$ cat src/rtl/prlp_pkg.sv
// Types, constants and the digit decoder shared by the radix literal parser.
package prlp_pkg;

  localparam int unsigned MaxLen = 64;
  localparam logic [7:0] LenCap = (MaxLen < 127) ? 8'(MaxLen) : 8'd127;

  localparam logic [7:0] ChColon  = 8'h3A;
  localparam logic [7:0] ChLittle = 8'h4C;
  localparam logic [7:0] ChBig    = 8'h42;
  localparam logic [7:0] ChUnder  = 8'h5F;
  localparam logic [7:0] CaseMask = 8'hDF;
  localparam logic [7:0] NoDigit  = 8'hFF;

  localparam logic [6:0] PosOrder = 7'd0;
  localparam logic [6:0] PosBase  = 7'd1;
  localparam logic [6:0] PosColon = 7'd2;
  localparam logic [6:0] HdrLen   = 7'd3;
  localparam logic [6:0] CntMax   = 7'd127;

  typedef struct packed {
    logic [6:0]  pos;
    logic        little;
    logic [5:0]  radix;
    logic [63:0] acc;
    logic [63:0] weight;
    logic [6:0]  count;
    logic        stopped;
    logic        bad;
  } st_t;

  localparam st_t StReset = '{
    pos: 7'd0, little: 1'b0, radix: 6'd0, acc: 64'd0,
    weight: 64'd1, count: 7'd0, stopped: 1'b0, bad: 1'b0
  };

  typedef struct packed {
    logic [63:0] value;
    logic [6:0]  len;
    logic        ok;
  } res_t;

  typedef struct packed {
    logic       valid;
    logic [7:0] ch;
    logic       last;
  } item_t;

  function automatic logic [7:0] digit_value(input logic [7:0] c);
    logic [7:0] d;
    case (c) inside
      [8'h30:8'h39]: d = c - 8'h30;
      [8'h41:8'h5A]: d = c - 8'h37;
      [8'h61:8'h7A]: d = c - 8'h57;
      default:       d = NoDigit;
    endcase
    return d;
  endfunction

endpackage

$ cat src/rtl/prefixed_radix_literal_parser.sv
// Top level of the radix literal parser: input register, parse step, result register.
// A request is held in the input register, and its result is then loaded into the result register.
// Throughput: one character per cycle unless a last one waits; the 64x6 multiply-add of the accumulator sets the path.
// A character with no result advances even while the result register is stalled.
// Reset clears the parse state (weight to one) and both valid flags.
module prefixed_radix_literal_parser (
  input  logic               clk_i,
  input  logic               rst_ni,
  input  logic               in_valid_i,
  output logic               in_stall_o,
  input  logic [7:0]         char_code_i,
  input  logic               last_char_i,
  output logic               out_valid_o,
  input  logic               out_stall_i,
  output logic signed [63:0] value_o,
  output logic [6:0]         consumed_length_o,
  output logic               valid_res_o
);
  import prlp_pkg::*;

  item_t item;
  res_t  res_c, res_q;
  logic  adv, free, res_load;

  assign adv      = item.valid && (!item.last || free);
  assign res_load = adv && item.last;

  prlp_in_stage u_in (
    .clk_i, .rst_ni, .in_valid_i, .in_stall_o, .char_code_i, .last_char_i,
    .adv_i(adv), .item_o(item)
  );

  prlp_core u_core (
    .clk_i, .rst_ni, .item_i(item), .adv_i(adv), .res_o(res_c)
  );

  prlp_out_stage u_out (
    .clk_i, .rst_ni, .load_i(res_load), .res_i(res_c), .free_o(free),
    .out_valid_o, .out_stall_i, .res_o(res_q)
  );

  assign value_o           = res_q.value;
  assign consumed_length_o = res_q.len;
  assign valid_res_o       = res_q.ok;

  a_ok_len: assert property (@(posedge clk_i) disable iff (!rst_ni)
    out_valid_o && valid_res_o |-> consumed_length_o >= 7'd4)
    else $error("valid result with short length");

  a_bad_zero: assert property (@(posedge clk_i) disable iff (!rst_ni)
    out_valid_o && !valid_res_o |-> value_o == 64'sd0 && consumed_length_o == 7'd0)
    else $error("invalid result not cleared");

  a_hold_item: assert property (@(posedge clk_i) disable iff (!rst_ni)
    item.valid && !adv |=> item.valid && $stable(item.ch) && $stable(item.last))
    else $error("stalled character lost");

  a_no_overrun: assert property (@(posedge clk_i) disable iff (!rst_ni)
    res_load |-> !out_valid_o || !out_stall_i)
    else $error("result register overwritten");

endmodule

$ cat src/rtl/prlp_in_stage.sv
// Input register of the radix literal parser.
module prlp_in_stage (
  input  logic           clk_i,
  input  logic           rst_ni,
  input  logic           in_valid_i,
  output logic           in_stall_o,
  input  logic [7:0]     char_code_i,
  input  logic           last_char_i,
  input  logic           adv_i,
  output prlp_pkg::item_t item_o
);
  import prlp_pkg::*;

  logic       v_q, v_d;
  logic [7:0] ch_q;
  logic       last_q;
  logic       load;

  assign in_stall_o = v_q && !adv_i;
  assign load       = in_valid_i && !in_stall_o;

  always_comb begin
    v_d = v_q;
    if (load) begin
      v_d = 1'b1;
    end else if (adv_i) begin
      v_d = 1'b0;
    end
  end

  always_ff @(posedge clk_i or negedge rst_ni) begin
    if (!rst_ni) begin
      v_q <= 1'b0;
    end else begin
      v_q <= v_d;
    end
  end

  always_ff @(posedge clk_i) begin
    if (load) begin
      ch_q   <= char_code_i;
      last_q <= last_char_i;
    end
  end

  assign item_o = '{valid: v_q, ch: ch_q, last: last_q};

endmodule

$ cat src/rtl/prlp_core.sv
// Parse state and per-character update of the radix literal parser.
module prlp_core (
  input  logic            clk_i,
  input  logic            rst_ni,
  input  prlp_pkg::item_t item_i,
  input  logic            adv_i,
  output prlp_pkg::res_t  res_o
);
  import prlp_pkg::*;

  st_t         st_q, st_d, nx;
  logic [7:0]  d;
  logic [63:0] mul_a_op;
  logic [69:0] mul_a, mul_b;
  logic [7:0]  len_sum;

  always_comb begin
    nx       = st_q;
    d        = digit_value(item_i.ch);
    mul_a_op = st_q.little ? st_q.weight : st_q.acc;
    mul_a    = 70'(mul_a_op) * 70'(st_q.radix);
    mul_b    = 70'(st_q.weight) * 70'(d[5:0]);
    case (st_q.pos)
      PosOrder: begin
        if ((item_i.ch & CaseMask) == ChLittle) begin
          nx.little = 1'b1;
        end else if ((item_i.ch & CaseMask) == ChBig) begin
          nx.little = 1'b0;
        end else begin
          nx.bad = 1'b1;
        end
      end
      PosBase: begin
        if (d == NoDigit) begin
          nx.bad = 1'b1;
        end else begin
          nx.radix = d[5:0] + 6'd1;
        end
      end
      PosColon: begin
        if (item_i.ch != ChColon) begin
          nx.bad = 1'b1;
        end
      end
      default: begin
        if (!st_q.stopped && !st_q.bad) begin
          if (item_i.ch == ChUnder) begin
            if (st_q.count != CntMax) nx.count = st_q.count + 7'd1;
          end else if (d < {2'b00, st_q.radix}) begin
            if (st_q.little) begin
              nx.acc    = st_q.acc + mul_b[63:0];
              nx.weight = mul_a[63:0];
            end else begin
              nx.acc = mul_a[63:0] + {58'd0, d[5:0]};
            end
            if (st_q.count != CntMax) nx.count = st_q.count + 7'd1;
          end else begin
            nx.stopped = 1'b1;
          end
        end
      end
    endcase
    if (st_q.pos != CntMax) nx.pos = st_q.pos + 7'd1;
  end

  always_comb begin
    st_d = st_q;
    if (adv_i) begin
      st_d = item_i.last ? StReset : nx;
    end
  end

  always_ff @(posedge clk_i or negedge rst_ni) begin
    if (!rst_ni) begin
      st_q <= StReset;
    end else begin
      st_q <= st_d;
    end
  end

  assign len_sum = {1'b0, nx.count} + {1'b0, HdrLen};

  always_comb begin
    res_o.ok    = (st_q.pos >= HdrLen) && !nx.bad && (nx.count != 7'd0);
    res_o.value = res_o.ok ? nx.acc : 64'd0;
    res_o.len   = 7'd0;
    if (res_o.ok) begin
      res_o.len = (len_sum > LenCap) ? LenCap[6:0] : len_sum[6:0];
    end
  end

endmodule

$ cat src/rtl/prlp_out_stage.sv
// Result register of the radix literal parser.
module prlp_out_stage (
  input  logic           clk_i,
  input  logic           rst_ni,
  input  logic           load_i,
  input  prlp_pkg::res_t res_i,
  output logic           free_o,
  output logic           out_valid_o,
  input  logic           out_stall_i,
  output prlp_pkg::res_t res_o
);
  import prlp_pkg::*;

  logic ov_q, ov_d;
  res_t res_q;

  assign free_o = !ov_q || !out_stall_i;

  always_comb begin
    ov_d = ov_q;
    if (load_i) begin
      ov_d = 1'b1;
    end else if (!out_stall_i) begin
      ov_d = 1'b0;
    end
  end

  always_ff @(posedge clk_i or negedge rst_ni) begin
    if (!rst_ni) begin
      ov_q <= 1'b0;
    end else begin
      ov_q <= ov_d;
    end
  end

  always_ff @(posedge clk_i) begin
    if (load_i) begin
      res_q <= res_i;
    end
  end

  assign out_valid_o = ov_q;
  assign res_o       = res_q;

endmodule

$ cat config.mk
export PLATFORM = sky130hd
export DESIGN_NAME = prefixed_radix_literal_parser
export DESIGN_NICKNAME = d
export VERILOG_FILES = /design/src/rtl/prlp_pkg.sv /design/src/rtl/prefixed_radix_literal_parser.sv /design/src/rtl/prlp_in_stage.sv /design/src/rtl/prlp_core.sv /design/src/rtl/prlp_out_stage.sv
export SDC_FILE = /design/constraint.sdc
export NUM_CORES = 2
export LEC_CHECK = 0
export ABC_AREA = 1
export BUFFER_PORTS_ARGS = -buffer_cell sky130_fd_sc_hd__buf_2
export CAP_MARGIN = 0
export CORE_UTILIZATION = 30
export DETAILED_ROUTE_END_ITERATION = 16
export MAX_ROUTING_LAYER = met4
export SYNTH_ARGS = -nofsm -noshare
export SYNTH_HDL_FRONTEND = slang
export SYNTH_HIERARCHICAL = 1
export SYNTH_SLANG_ARGS = --single-unit
$ cat constraint.sdc
create_clock -name clk_i -period 9.2 [get_ports clk_i]
set_clock_uncertainty 0.1 [all_clocks]
set_input_delay 2.3 -clock clk_i [delete_from_list [all_inputs] [get_ports clk_i]]
set_output_delay 2.3 -clock clk_i [all_outputs]
set_load 0.01 [all_outputs]
# ---- Yosys cells after proc, flatten, opt, wreduce, memory -nomap -nowiden
# Index checks and enable logic that the tools add are counted.
dict set report word_totals {
  ff_bits 234
  input_bits 13
  elab_cells 119
}
dict set report classes {
  add_sub_neg 9
  multipliers 2
  n_lt_le_gt_ge 9
  n_eq_ne 14
  muxes 31
  bitwise 1
  reduce_logical 37
}
# cell n
set ops {}
lappend ops {{2-to-1 mux 136 bit} 2}
lappend ops {{2-to-1 mux 64 bit} 3}
lappend ops {{2-to-1 mux 151 bit} 1}
lappend ops {{2-to-1 mux 135 bit} 1}
lappend ops {{multiplier 64 x 6 -> 64 bit} 2}
lappend ops {{2-to-1 mux 128 bit} 1}
lappend ops {{adder 64 x 6 -> 64 bit} 1}
lappend ops {{adder 64 bit} 1}
lappend ops {{2-to-1 mux 7 bit} 4}
lappend ops {{2-to-1 mux 8 bit} 3}
lappend ops {{greater-or-equal comparator 8 x 7 -> 1 bit, second input constant} 2}
lappend ops {{less-or-equal comparator 8 x 7 -> 1 bit, second input constant} 2}
lappend ops {{subtractor 8 x 6 -> 8 bit, second input constant} 2}
lappend ops {{adder 7 x 1 -> 7 bit, second input constant} 2}
lappend ops {{equality test 7 x 6 -> 1 bit, second input constant} 2}
lappend ops {{!= test 7 bit, second input constant} 2}
lappend ops {{nonzero test 2 bit} 7}
lappend ops {{2-to-1 mux 1 bit} 13}
lappend ops {{2-to-1 mux 6 bit} 2}
lappend ops {{logical AND 1 bit} 10}
lappend ops {{adder 7 x 2 -> 8 bit, second input constant} 1}
lappend ops {{equality test 8 x 7 -> 1 bit, second input constant} 1}
lappend ops {{equality test 8 bit, second input constant} 1}
lappend ops {{greater-or-equal comparator 8 x 6 -> 1 bit, second input constant} 1}
lappend ops {{other kinds (24)} 36}

# ---- Longest topological paths before layout
dict set report depth {
  ltp_word 16
  ltp_mapped 44
  depth_no_buf 42
}

# ---- Modules after synthesis
# The synthesis kept the hierarchy.
# mod instances cells_per_inst area_each_um2 seq_area_each_um2
set modules_own_cells {}
lappend modules_own_cells {prlp_core 1 5172 35718.0 3779.9}
lappend modules_own_cells {prlp_out_stage 1 76 2203.4 2187.1}
lappend modules_own_cells {prlp_in_stage 1 18 342.8 295.3}
lappend modules_own_cells {prefixed_radix_literal_parser 1 5 25.0 0.0}

# ---- Worst setup path before layout
# OpenSTA, ideal clock, no wires.
dict set report synth_timing {
  kind {register to register}
  from {register u_in.ch_q[4]}
  to {register, netlist name u_out/res_o[63]}
  setup_time_ns 0.259
  t_arrival_ns 6.493
  slack_ns 2.348
  path_stages_with_launch 32
  path_buffers 2
  synth_period_minus_slack_ns 6.852
  path_cell_list {edfxtp_1 > ha_1 > or2_2 > nand3_1 > nand2_2 > a21boi_1 > nor2_4 > inv_2 > clkbuf_1 > clkbuf_1 > nor2_1 > fa_1 > fa_1 > fa_1 > inv_1 > fa_1 > inv_1 > ha_1 > nand2_1 > nor4_1 > inv_1 > nor4_1 > a21oi_1 > o21ai_0 > nand3_1 > o21ai_0 > nand2_1 > nand2_1 > xnor2_1 > nand2_1 > nand3_1 > a21oi_1}
}
dict set report synth_via {
  elab_chain_cells 12
}
# item line
set synth_lines {}
lappend synth_lines {{start: declaration} prlp_in_stage.sv:15} ;# logic [7:0] ch_q;
lappend synth_lines {{start signal: assignment} prlp_in_stage.sv:41} ;# ch_q <= char_code_i;
lappend synth_lines {{greater-or-equal comparator 8 x 7 -> 1 bit (implied by the code) or less-or-equal comparator 8 x 7 -> 1 bit (tied branches)} prlp_core.sv:19} ;# d = digit_value(item_i.ch);
lappend synth_lines {{logical AND 1 bit (implied by the code)} prlp_core.sv:19}
lappend synth_lines {{2-to-1 mux 8 bit (3 in series)} prlp_pkg.sv:50} ;# case (c) inside
lappend synth_lines {{multiplier 64 x 6 -> 64 bit or < comparator 8 x 6 -> 1 bit (tied branches)} {prlp_core.sv:22, prlp_core.sv:49}}
lappend synth_lines {{adder 64 bit or 2-to-1 mux 135 bit (tied branches)} {prlp_core.sv:51, prlp_core.sv:49}}
lappend synth_lines {{2-to-1 mux 64 bit or 2-to-1 mux 7 bit (tied branches)} {prlp_core.sv:50, prlp_core.sv:47}}
lappend synth_lines {{2-to-1 mux 135 bit or 2-to-1 mux 136 bit (tied branches)} {prlp_core.sv:49, prlp_core.sv:46}}
lappend synth_lines {{2-to-1 mux 128 bit or 2-to-1 mux 136 bit (tied branches)} {prlp_core.sv:47, prlp_core.sv:23}}
lappend synth_lines {{2-to-1 mux 136 bit or nonzero test 7 bit (tied branches)} {prlp_core.sv:46, prlp_core.sv:84}}
lappend synth_lines {{2-to-1 mux 136 bit or logical AND 1 bit (tied branches)} {prlp_core.sv:23, prlp_core.sv:84}}
# Parallel ways exist; a longest one is shown, timed or not. The select of a mux whose other input is x is not followed.
# A chain may end at the register's enable or synchronous reset.

# ---- Final worst setup path
dict set report layout_timing {
  from {register u_in.ch_q[5]}
  to {register, netlist name u_out/res_o[67]}
}
dict set report layout_via {
  elab_chain_cells 12
}
# item line
set layout_lines {}
lappend layout_lines {{greater-or-equal comparator 8 x 7 -> 1 bit (implied by the code) or less-or-equal comparator 8 x 7 -> 1 bit (tied branches)} prlp_core.sv:19}
lappend layout_lines {{logical AND 1 bit (implied by the code)} prlp_core.sv:19}
lappend layout_lines {{2-to-1 mux 8 bit (3 in series)} prlp_pkg.sv:50}
lappend layout_lines {{multiplier 64 x 6 -> 64 bit or < comparator 8 x 6 -> 1 bit (tied branches)} {prlp_core.sv:22, prlp_core.sv:49}}
lappend layout_lines {{adder 64 bit or 2-to-1 mux 135 bit (tied branches)} {prlp_core.sv:51, prlp_core.sv:49}}
lappend layout_lines {{2-to-1 mux 64 bit or 2-to-1 mux 7 bit (tied branches)} {prlp_core.sv:50, prlp_core.sv:47}}
lappend layout_lines {{2-to-1 mux 135 bit or 2-to-1 mux 136 bit (tied branches)} {prlp_core.sv:49, prlp_core.sv:46}}
lappend layout_lines {{2-to-1 mux 128 bit or 2-to-1 mux 136 bit (tied branches)} {prlp_core.sv:47, prlp_core.sv:23}}
lappend layout_lines {{2-to-1 mux 136 bit or nonzero test 7 bit (tied branches)} {prlp_core.sv:46, prlp_core.sv:84}}
lappend layout_lines {{2-to-1 mux 136 bit or logical AND 1 bit (tied branches)} {prlp_core.sv:23, prlp_core.sv:84}}
# Parallel ways exist; a longest one is shown, timed or not. The select of a mux whose other input is x is not followed.

==> PnR_summary.wiki <==
{| class="wikitable"
! Metric !! Value
|-
| CP Data Arrival Time || 8.73 ns
|-
| Die boundary height || 359 um
|-
| Mean area per synthesized cell || 7.26 um2
|-
| Final setup violation count || 0
|-
| Leak || 19.3 nW
|-
| GR Util met3 || 2.86%
|-
| Final number of max-transition violations || 0
|-
| I/O pin count || 87
|-
| Grt met1 use || 28.5%
|-
| Initial antenna violation count || 1
|-
| Max frequency || 0.118 GHz
|-
| DRC violation total after the first TritonRoute iteration || 3,593
|-
| GR Overflow Total || 0
|-
| Length of the first detailed-routing pass in iterations || 8
|-
| Total number of H-tree levels || 1
|-
| Clock latency reported for the late side of the worst-skew pair || 0.61 ns
|-
| Global Route met2 Usage || 34.0%
|-
| Final RePlAce weighted congestion || 1.03
|-
| MaxCap Viol Count || 0
|-
| Clk sink count || 234
|-
| Portion of the post-synthesis area used by sequential elements || 16.4%
|-
| WP data required || 9.45 ns
|-
| Library cell used as clock root buffer || sky130_fd_sc_hd__clkbuf_16
|-
| Kind of path behind the tightest hold check || reg2reg
|-
| Wire length per cell after detailed routing || 19.7 um
|-
| Max stage delay on crit path || 0.65 ns
|-
| Hold Crit Endpoint || u_core/st_q[109]
|-
| EDFF count, synth || 81
|-
| Die Outline Area || 129,000 um2
|-
| Total power divided by cell area || 75.5 nW/um2
|-
| Critical Path Fanout Max || 25
|-
| GRT Util Overall || 21.7%
|-
| Minimum clock period after layout || 8.48 ns
|-
| First-pass GRT wire length || 210,000 um
|-
| Layout cells sized above 1 || 7.02%
|-
| Layout overhead on the synthesized area || 9.45%
|-
| Crit path buffers/inverters || 8
|-
| Post-cts gate resize count || 0
|-
| Flip-flop and latch count after synthesis || 234
|-
| Run status || finished clean
|-
| Worst slew margin || 15.0%
|-
| Number of nets still failing antenna checks after routing || 0
|-
| Critical path capture point type || flop
|-
| Reg-to-reg critical path endpoint || u_out/res_o[67]
|-
| Via count of the first global-routing pass || 34,600
|-
| Library cells used by synthesis || 66
|-
| Slowest CP cell || sky130_fd_sc_hd__nor4_2
|-
| Launching point of the worst reg2reg path || u_in/ch_q[5]
|-
| Post-route cell area || 41,900 um2
|-
| Async SR Flop Fraction || 65.4%
|-
| Path type of the worst setup path || reg2reg
|-
| Slack of the worst reg-to-reg path || 0.72 ns
|-
| Remaining DRCs || 0
|-
| Area after detailed placement || 40,900 um2
|-
| Total clock buffers created by CTS || 27
|-
| Worst hold start || u_core/st_q[109]
|-
| Most frequent cells in the layout || 1,221 x sky130_fd_sc_hd__nand2_1, 932 x sky130_fd_sc_hd__inv_1, 763 x sky130_fd_sc_hd__nor2_1
|-
| Hold depth || 2
|-
| Die width || 359 um
|-
| Core occupancy in the finished layout || 33.2%
|-
| Buffers added on ports || 86
|-
| Post-Route Setup TNS || 0 ns
|-
| Post CTS Setup Buffer Count || 0
|-
| Vias post-DR || 35,700
|-
| Gr busiest metal || met2
|-
| Count of mapped cells out of synthesis || 5,271
|-
| Top FF cell, synth || sky130_fd_sc_hd__dfrtp_1
|-
| Fin crit share || 92.2%
|-
| Number of cells on the worst reg-to-reg path || 35
|-
| Kind of start point of the critical path || flop
|-
| Worst-margin pin slew || 1.26 ns
|-
| Standard cell core area || 126,000 um2
|-
| Half-perimeter wire length after placement || 114,000 um
|-
| Clk buf depth || 3
|-
| Detailed-route vias per instance || 5.11
|-
| Post-synth net total || 5,985
|-
| Number of logic stages on the critical path including buffering || 35
|-
| Worst vdd rail ir drop || 0.000137 V
|-
| Most frequent standard cell in the layout excluding fill and tap cells || sky130_fd_sc_hd__nand2_1
|-
| Clock transition at the registers of the reported paths || 0.07 ns
|-
| Count of fill cells added during filler insertion || 13,500
|-
| Post-layout power || 3.16 mW
|-
| Yosys Warn Count || 6
|-
| Final wirelength || 137,000 um
|-
| Post-CTS Hold Buffers || 0
|-
| Family of cells with the greatest summed delay on the critical path || simple AND/OR/NAND/NOR gates
|-
| Initial cell density of the core || 30.4%
|-
| Final layout net count || 6,034
|-
| Combined area of all synthesized cells || 38,300 um2
|-
| Clock tree from TritonCTS || built
|-
| Final hold violations || 0
|-
| Number of rows created at floorplan || 130
|-
| Setup repair after global routing missed its margin || no
|-
| Largest net degree at the start of global routing || 67
|}
worst max path at each step:
| stage | startpoint | endpoint | slack [ns] |
|---|---|---|---|
| floorplan | u_in/ch_q[4] | u_out/res_o[63] | 2.35 |
| global placement | u_in/ch_q[1] | u_out/res_o[67] | 0.56 |
| detailed placement | u_in/ch_q[5] | u_out/res_o[67] | 0.65 |
| CTS | u_in/ch_q[5] | u_out/res_o[67] | 0.61 |
| global route | u_in/ch_q[5] | u_out/res_o[69] | 0.36 |
| finish | u_in/ch_q[5] | u_out/res_o[67] | 0.72 |
metrics by stage:
stage	std cells	setup slack, ns	hold WS (ns)
3_5_place_dp	6941	0.649	0.365
3_3_place_gp	6941	0.563	0.365
6_report	6993	0.720	0.380
2_1_floorplan	5271	2.35	0.349
4_1_cts	6991	0.605	0.383
5_1_grt	6991	0.359	0.404
tightest hold or removal path, cell delays in order (launching register included):
cell and delay [ns]:
sky130_fd_sc_hd__dfrtp_1 0.34, sky130_fd_sc_hd__nand2_1 0.05, sky130_fd_sc_hd__nand2_1 0.05
per-layer routing:
layer  vias up  share of wire (%)
li1      16400                  -
met1     17500                 42
met2      1496                 46
met3       254                7.7
met4         0                4.5
met5         -                  0
synthesized netlist by cell type (9+ instances only):
| cell type | n | area share (%) |
|---|---|---|
| sky130_fd_sc_hd__nand2_1 | 1222 | 12 |
| sky130_fd_sc_hd__inv_1 | 935 | 9.2 |
| sky130_fd_sc_hd__nor2_1 | 764 | 7.5 |
| sky130_fd_sc_hd__fa_1 | 535 | 28 |
| sky130_fd_sc_hd__o21ai_0 | 274 | 3.6 |
| sky130_fd_sc_hd__a21oi_1 | 259 | 3.4 |
| sky130_fd_sc_hd__ha_1 | 166 | 5.4 |
| sky130_fd_sc_hd__dfrtp_1 | 152 | 9.9 |
| sky130_fd_sc_hd__nand3_1 | 139 | 1.8 |
| sky130_fd_sc_hd__clkbuf_1 | 124 | 1.2 |
| sky130_fd_sc_hd__xor2_1 | 89 | 2.0 |
| sky130_fd_sc_hd__edfxtp_1 | 81 | 6.4 |
| sky130_fd_sc_hd__o22ai_1 | 81 | 1.3 |
| sky130_fd_sc_hd__nand4_1 | 34 | 0.56 |
| sky130_fd_sc_hd__inv_2 | 28 | 0.27 |
| sky130_fd_sc_hd__nor3_1 | 28 | 0.37 |
| sky130_fd_sc_hd__o21ai_1 | 27 | 0.35 |
| sky130_fd_sc_hd__xnor2_1 | 27 | 0.62 |
| sky130_fd_sc_hd__nor2_2 | 21 | 0.34 |
| sky130_fd_sc_hd__a21o_1 | 20 | 0.39 |
| sky130_fd_sc_hd__nand2_2 | 20 | 0.33 |
| sky130_fd_sc_hd__buf_1 | 19 | 0.19 |
| sky130_fd_sc_hd__o21a_1 | 17 | 0.33 |
| sky130_fd_sc_hd__a31oi_1 | 16 | 0.26 |
| sky130_fd_sc_hd__nor4_1 | 16 | 0.26 |
| sky130_fd_sc_hd__and2_1 | 12 | 0.20 |
| sky130_fd_sc_hd__o211ai_1 | 11 | 0.22 |
| sky130_fd_sc_hd__a21boi_0 | 9 | 0.18 |
| sky130_fd_sc_hd__a21oi_2 | 9 | 0.21 |
| sky130_fd_sc_hd__buf_2 | 9 | 0.12 |
| sky130_fd_sc_hd__o21bai_1 | 9 | 0.18 |
| sky130_fd_sc_hd__xor2_2 | 9 | 0.38 |
cell families (layout without fill, tap and decap cells):
kind of cell | after synthesis | after routing | share of synthesized area, %
other | 0 | 2 | 0
buffers and inverters | 1127 | 1197 | 11.2
xor gates and xnor gates | 125 | 125 | 3.04
AOI/OAI and AO/OA | 782 | 782 | 11.6
adders and majority gates | 701 | 701 | 33.4
and+or+nand+nor | 2299 | 2299 | 24.3
DFF | 234 | 234 | 16.4
muxes | 3 | 3 | 0.0784
area by class of cell:
cell class	instances	area [um2]	area share, %
clock buffer	28	679	1.62
inverter	966	3630	8.66
antenna	2	5.00	0.0119
tap	1650	2060	4.93
sequential	234	6270	15.0
multi-input combinational	3910	27800	66.3
timing repair buffer	181	1170	2.80
clock inverter	22	302	0.720
flip-flops by register name (all words and copies together) (netlist names):
name and count:
u_core/st_q 151, u_in/ch_q 8, u_in/last_q 1, u_in/v_q 1, u_out/res_o 72, u_out/out_valid_o 1
where the power goes:
group / switching, mW / internal [mW]
Sequential: 0.0512 / 1.12
Clock: 0.533 / 0.714
Combinational: 0.582 / 0.159
Total: 1.17 / 2.00
(Power assumes the default switching activity.)
